--- src/pfba_pkg.sv ---
// package of the page frame bitmap allocator: field widths, codes, reset values
// no dependencies
package pfba_pkg;

  localparam int unsigned MAX_PAGES_DEF = 4096;

  localparam int unsigned ACT_W  = 2;
  localparam int unsigned IDX_W  = 12;
  localparam int unsigned CNT_W  = 13;
  localparam int unsigned STS_W  = 2;
  localparam int unsigned CFG_IDX_W = 2;

  localparam int unsigned WORD_W = 32;
  localparam int unsigned BIT_W  = 5;
  localparam int unsigned WRD_W  = CNT_W - BIT_W;

  localparam logic [CNT_W-1:0] CNT_MAX = {CNT_W{1'b1}};

  localparam logic [CNT_W-1:0] PAGE_COUNT_RST = 13'd4096;
  localparam logic [CNT_W-1:0] START_HINT_RST = 13'd9;
  localparam logic [CNT_W-1:0] USED_START_RST = 13'd0;

  typedef enum logic [ACT_W-1:0] {
    ACT_REQUEST = 2'd0,
    ACT_FREE    = 2'd1,
    ACT_MARK    = 2'd2
  } action_e;

  typedef enum logic [STS_W-1:0] {
    STS_OK      = 2'd0,
    STS_NO_FREE = 2'd1,
    STS_ALREADY = 2'd2,
    STS_RANGE   = 2'd3
  } status_e;

  typedef enum logic [CFG_IDX_W-1:0] {
    REG_PAGE_COUNT = 2'd0,
    REG_START_HINT = 2'd1,
    REG_USED_START = 2'd2
  } reg_idx_e;

  typedef struct packed {
    logic             found;
    logic [BIT_W-1:0] bit_idx;
  } find_t;

endpackage

--- src/pfba_find.sv ---
// first-free finder: lowest set bit of a candidate word
// depends on pfba_pkg
module pfba_find (
  input  logic [pfba_pkg::WORD_W-1:0] cand_i,
  output pfba_pkg::find_t             res_o
);
  import pfba_pkg::*;

  always_comb begin
    res_o = '0;
    for (int i = WORD_W - 1; i >= 0; i--) begin
      if (cand_i[i]) begin
        res_o.found   = 1'b1;
        res_o.bit_idx = BIT_W'(i);
      end
    end
  end

endmodule

--- config.mk ---
export PLATFORM = sky130hd
export DESIGN_NAME = pfba_find
export DESIGN_NICKNAME = d
export VERILOG_FILES = /design/src/pfba_pkg.sv /design/src/pfba_find.sv
export SDC_FILE = /design/constraint.sdc
export NUM_CORES = 1
export LEC_CHECK = 0
export ABC_AREA = 1
export BUFFER_PORTS_ARGS = -buffer_cell sky130_fd_sc_hd__buf_2
export CAP_MARGIN = 20
export CORE_AREA = 2 2 39 41
export DETAILED_ROUTE_END_ITERATION = 12
export DIE_AREA = 0 0 41 43
export PLACE_DENSITY = 0.84
export SLEW_MARGIN = 30
export SYNTH_ARGS = -nofsm -noshare
export SYNTH_HDL_FRONTEND = slang
export SYNTH_SLANG_ARGS = --single-unit
export TNS_END_PERCENT = 50
--- constraint.sdc ---
create_clock -name vclk -period 1.9
set_input_delay 0.19 -clock vclk [all_inputs]
set_output_delay 0.19 -clock vclk [all_outputs]
set_load 0.03 [all_outputs]
==> flow_summary.yaml <==
global_route:
  grt_pass1_vias: 540
  grt_first_pass_wirelength_um: 1787
  grt_max_degree: 4
  gr-usage-all-layers: 0.1319
  antenna_found_initial: 0
  grt_overflow_total: 0
place:
  port_buffers: 38
  dp_worst_setup_slack_ns: -0.3054
  post_dp_cell_area_um2: 749.5
  place.detailed.hpwl_um: 1094
  gp_congestion: 0.7761
drt:
  routedWlPerCell_um: 7.012
  vias: 718
  drc: 0
  dr.pass1.iters: 4
  routed_via_density: 4.249
  wirelength_um: 1185
  ant_nets: 0
  drt_iter0_drc: 8
yosys:
  synth_most_common_cell: "nand2_1"
  synth_top_area_cell: "nand2_1"
  syn-cell-area_um2: 486.7
  synth_cell_types: 15
  syn_inst: 109
  ys_warn_count: 0
  synth_area_leaders: "nand2_1, inv_1, nor2_1"
  synthTopCellsByCount: "nand2_1, inv_1, nor2_1"
  syn-num-nets: 141
  avgSynthCellArea_um2: 4.465
  synth_top_area_frac: 0.3470
  yosysSeqAreaShare: 0
setup_path:
  end_kind: "output port"
  crit_slowest_cell: "buf_6"
  critical-path-top-delay-family: "simple AND/OR/NAND/NOR gates"
  crit_top_cell: "nand2_1"
  cp-start-kind: "input port"
  arrival_ns: 1.91
  cp.depth: 33
  crit_fanout: 2
  worstSetupPathType: "input port to output port"
  crit_required_ns: 1.71
  worst_path_largest_cell_delay_ns: 0.14
  worst-path-buf-inv: 3
timing:
  final.setup.worst_slack_ns: -0.2019
  fin_crit_sh: 1.106
  tightest_slew_ns: 0.3560
  slew_viol_final: 0
  rsz0062_at_grt: "true"
  max_freq_ghz: 0.4758
  min_period_ns: 2.102
  finalSetupViolCount: 1
  slew_headroom: 0.7605
  hold_viol: 0
  timing.hold.ws_ns: 0.6519
worst_hold_path:
  min_path_cells: 3
  hp-class: "input port to output port"
finish:
  synthToLayoutAreaGrowth_pct: 57.07
  seq_area_um2: 0
  n_clock_buffer: 0
  drive_gt1_frac: 0.3464
  antenna_cells: 0
  fill_cells: 144
  final_core_util: 0.5524
  final_cell_area_um2: 764.5
  seq_cells: 0
  finalNetCount: 187
pwr:
  powerDensity_mw_per_mm2: 174.9
  irDropWorstVdd_uv: 93.71
  power_mw: 0.1337
  p_leak_nw: 0.5325
outcome:
  violations: "setup timing"
  status: "finished, violations left"
floorplan:
  initial_core_util: 0.3517
  die_w_um: 41
  die_height_um: 43
  core-area_mm2: 0.001384
  fp.dieArea_mm2: 0.001763
  ioPinCount: 38
  row_count: 14
clock_network:
  post-cts-setup-buffers: 0
  hold_buffers: 0
flow_run:
  maxCapViolCount: 0
[cell families (layout without fill, tap and decap cells)]
kind of cell	Yosys count	count (layout)	share of synthesized area
compound gates	9	9	0.1260
buf+inv	35	79	0.3547
simple gates	65	65	0.5193
[report_power, final]
group | switching (mW) | leakage [nW] | internal, mW
combinational | 0.0630 | 0.532 | 0.0707
sequential | 0 | 0 | 0
clock | 0 | 0 | 0
[through the flow]
stage / setup TNS (ns) / std cells
2_1_floorplan: 0 / 109
3_3_place_gp: -0.2760 / 169
3_5_place_dp: -0.3054 / 169
4_1_cts: -0.2296 / 169
5_1_grt: -0.5425 / 169
6_report: -0.2019 / 169
[per-layer routing]
metal,part of all wire,global-route usage,vias up
li1,-,-,404
met1,0.41,0.1361,300
met2,0.54,0.2781,14
met3,0.042,0,0
met4,0,0,0
met5,0,0,-
[repair_timing]
item	CTS	global route
setup endpoints to repair	1	1
gates resized for setup	5	0
pin swaps	0	0
hold endpoints to repair	0	0
[area by class of cell]
cell class | instances | area, um^2 | area share
well taps | 16 | 20.02 | 0.02619
inverters | 35 | 172.7 | 0.2259
repair buffers | 44 | 247.7 | 0.3241
multi-input cells | 74 | 324.1 | 0.4239
[final timing paths]
path	from	to	slack, ns
worst max-delay path	cand_i[30]	res_o[0]	-0.20
worst min-delay path	cand_i[0]	res_o[0]	0.65
[layout by cell type, fill, tap and decap left out]
master    instances
inv_2             4
a21boi_1          1
nor4_1            2
nand3_1           1
o21ai_1           1
nand2_1          44
nor2_1           15
o21ai_0           1
buf_4             6
bufinv_8          3
nor3_1            2
nand2_2           1
inv_1            28
o31ai_1           1
buf_6             2
a21oi_4           1
a311oi_1          2
a21oi_1           2
buf_2            36
Power figures use the tool's default switching activity.
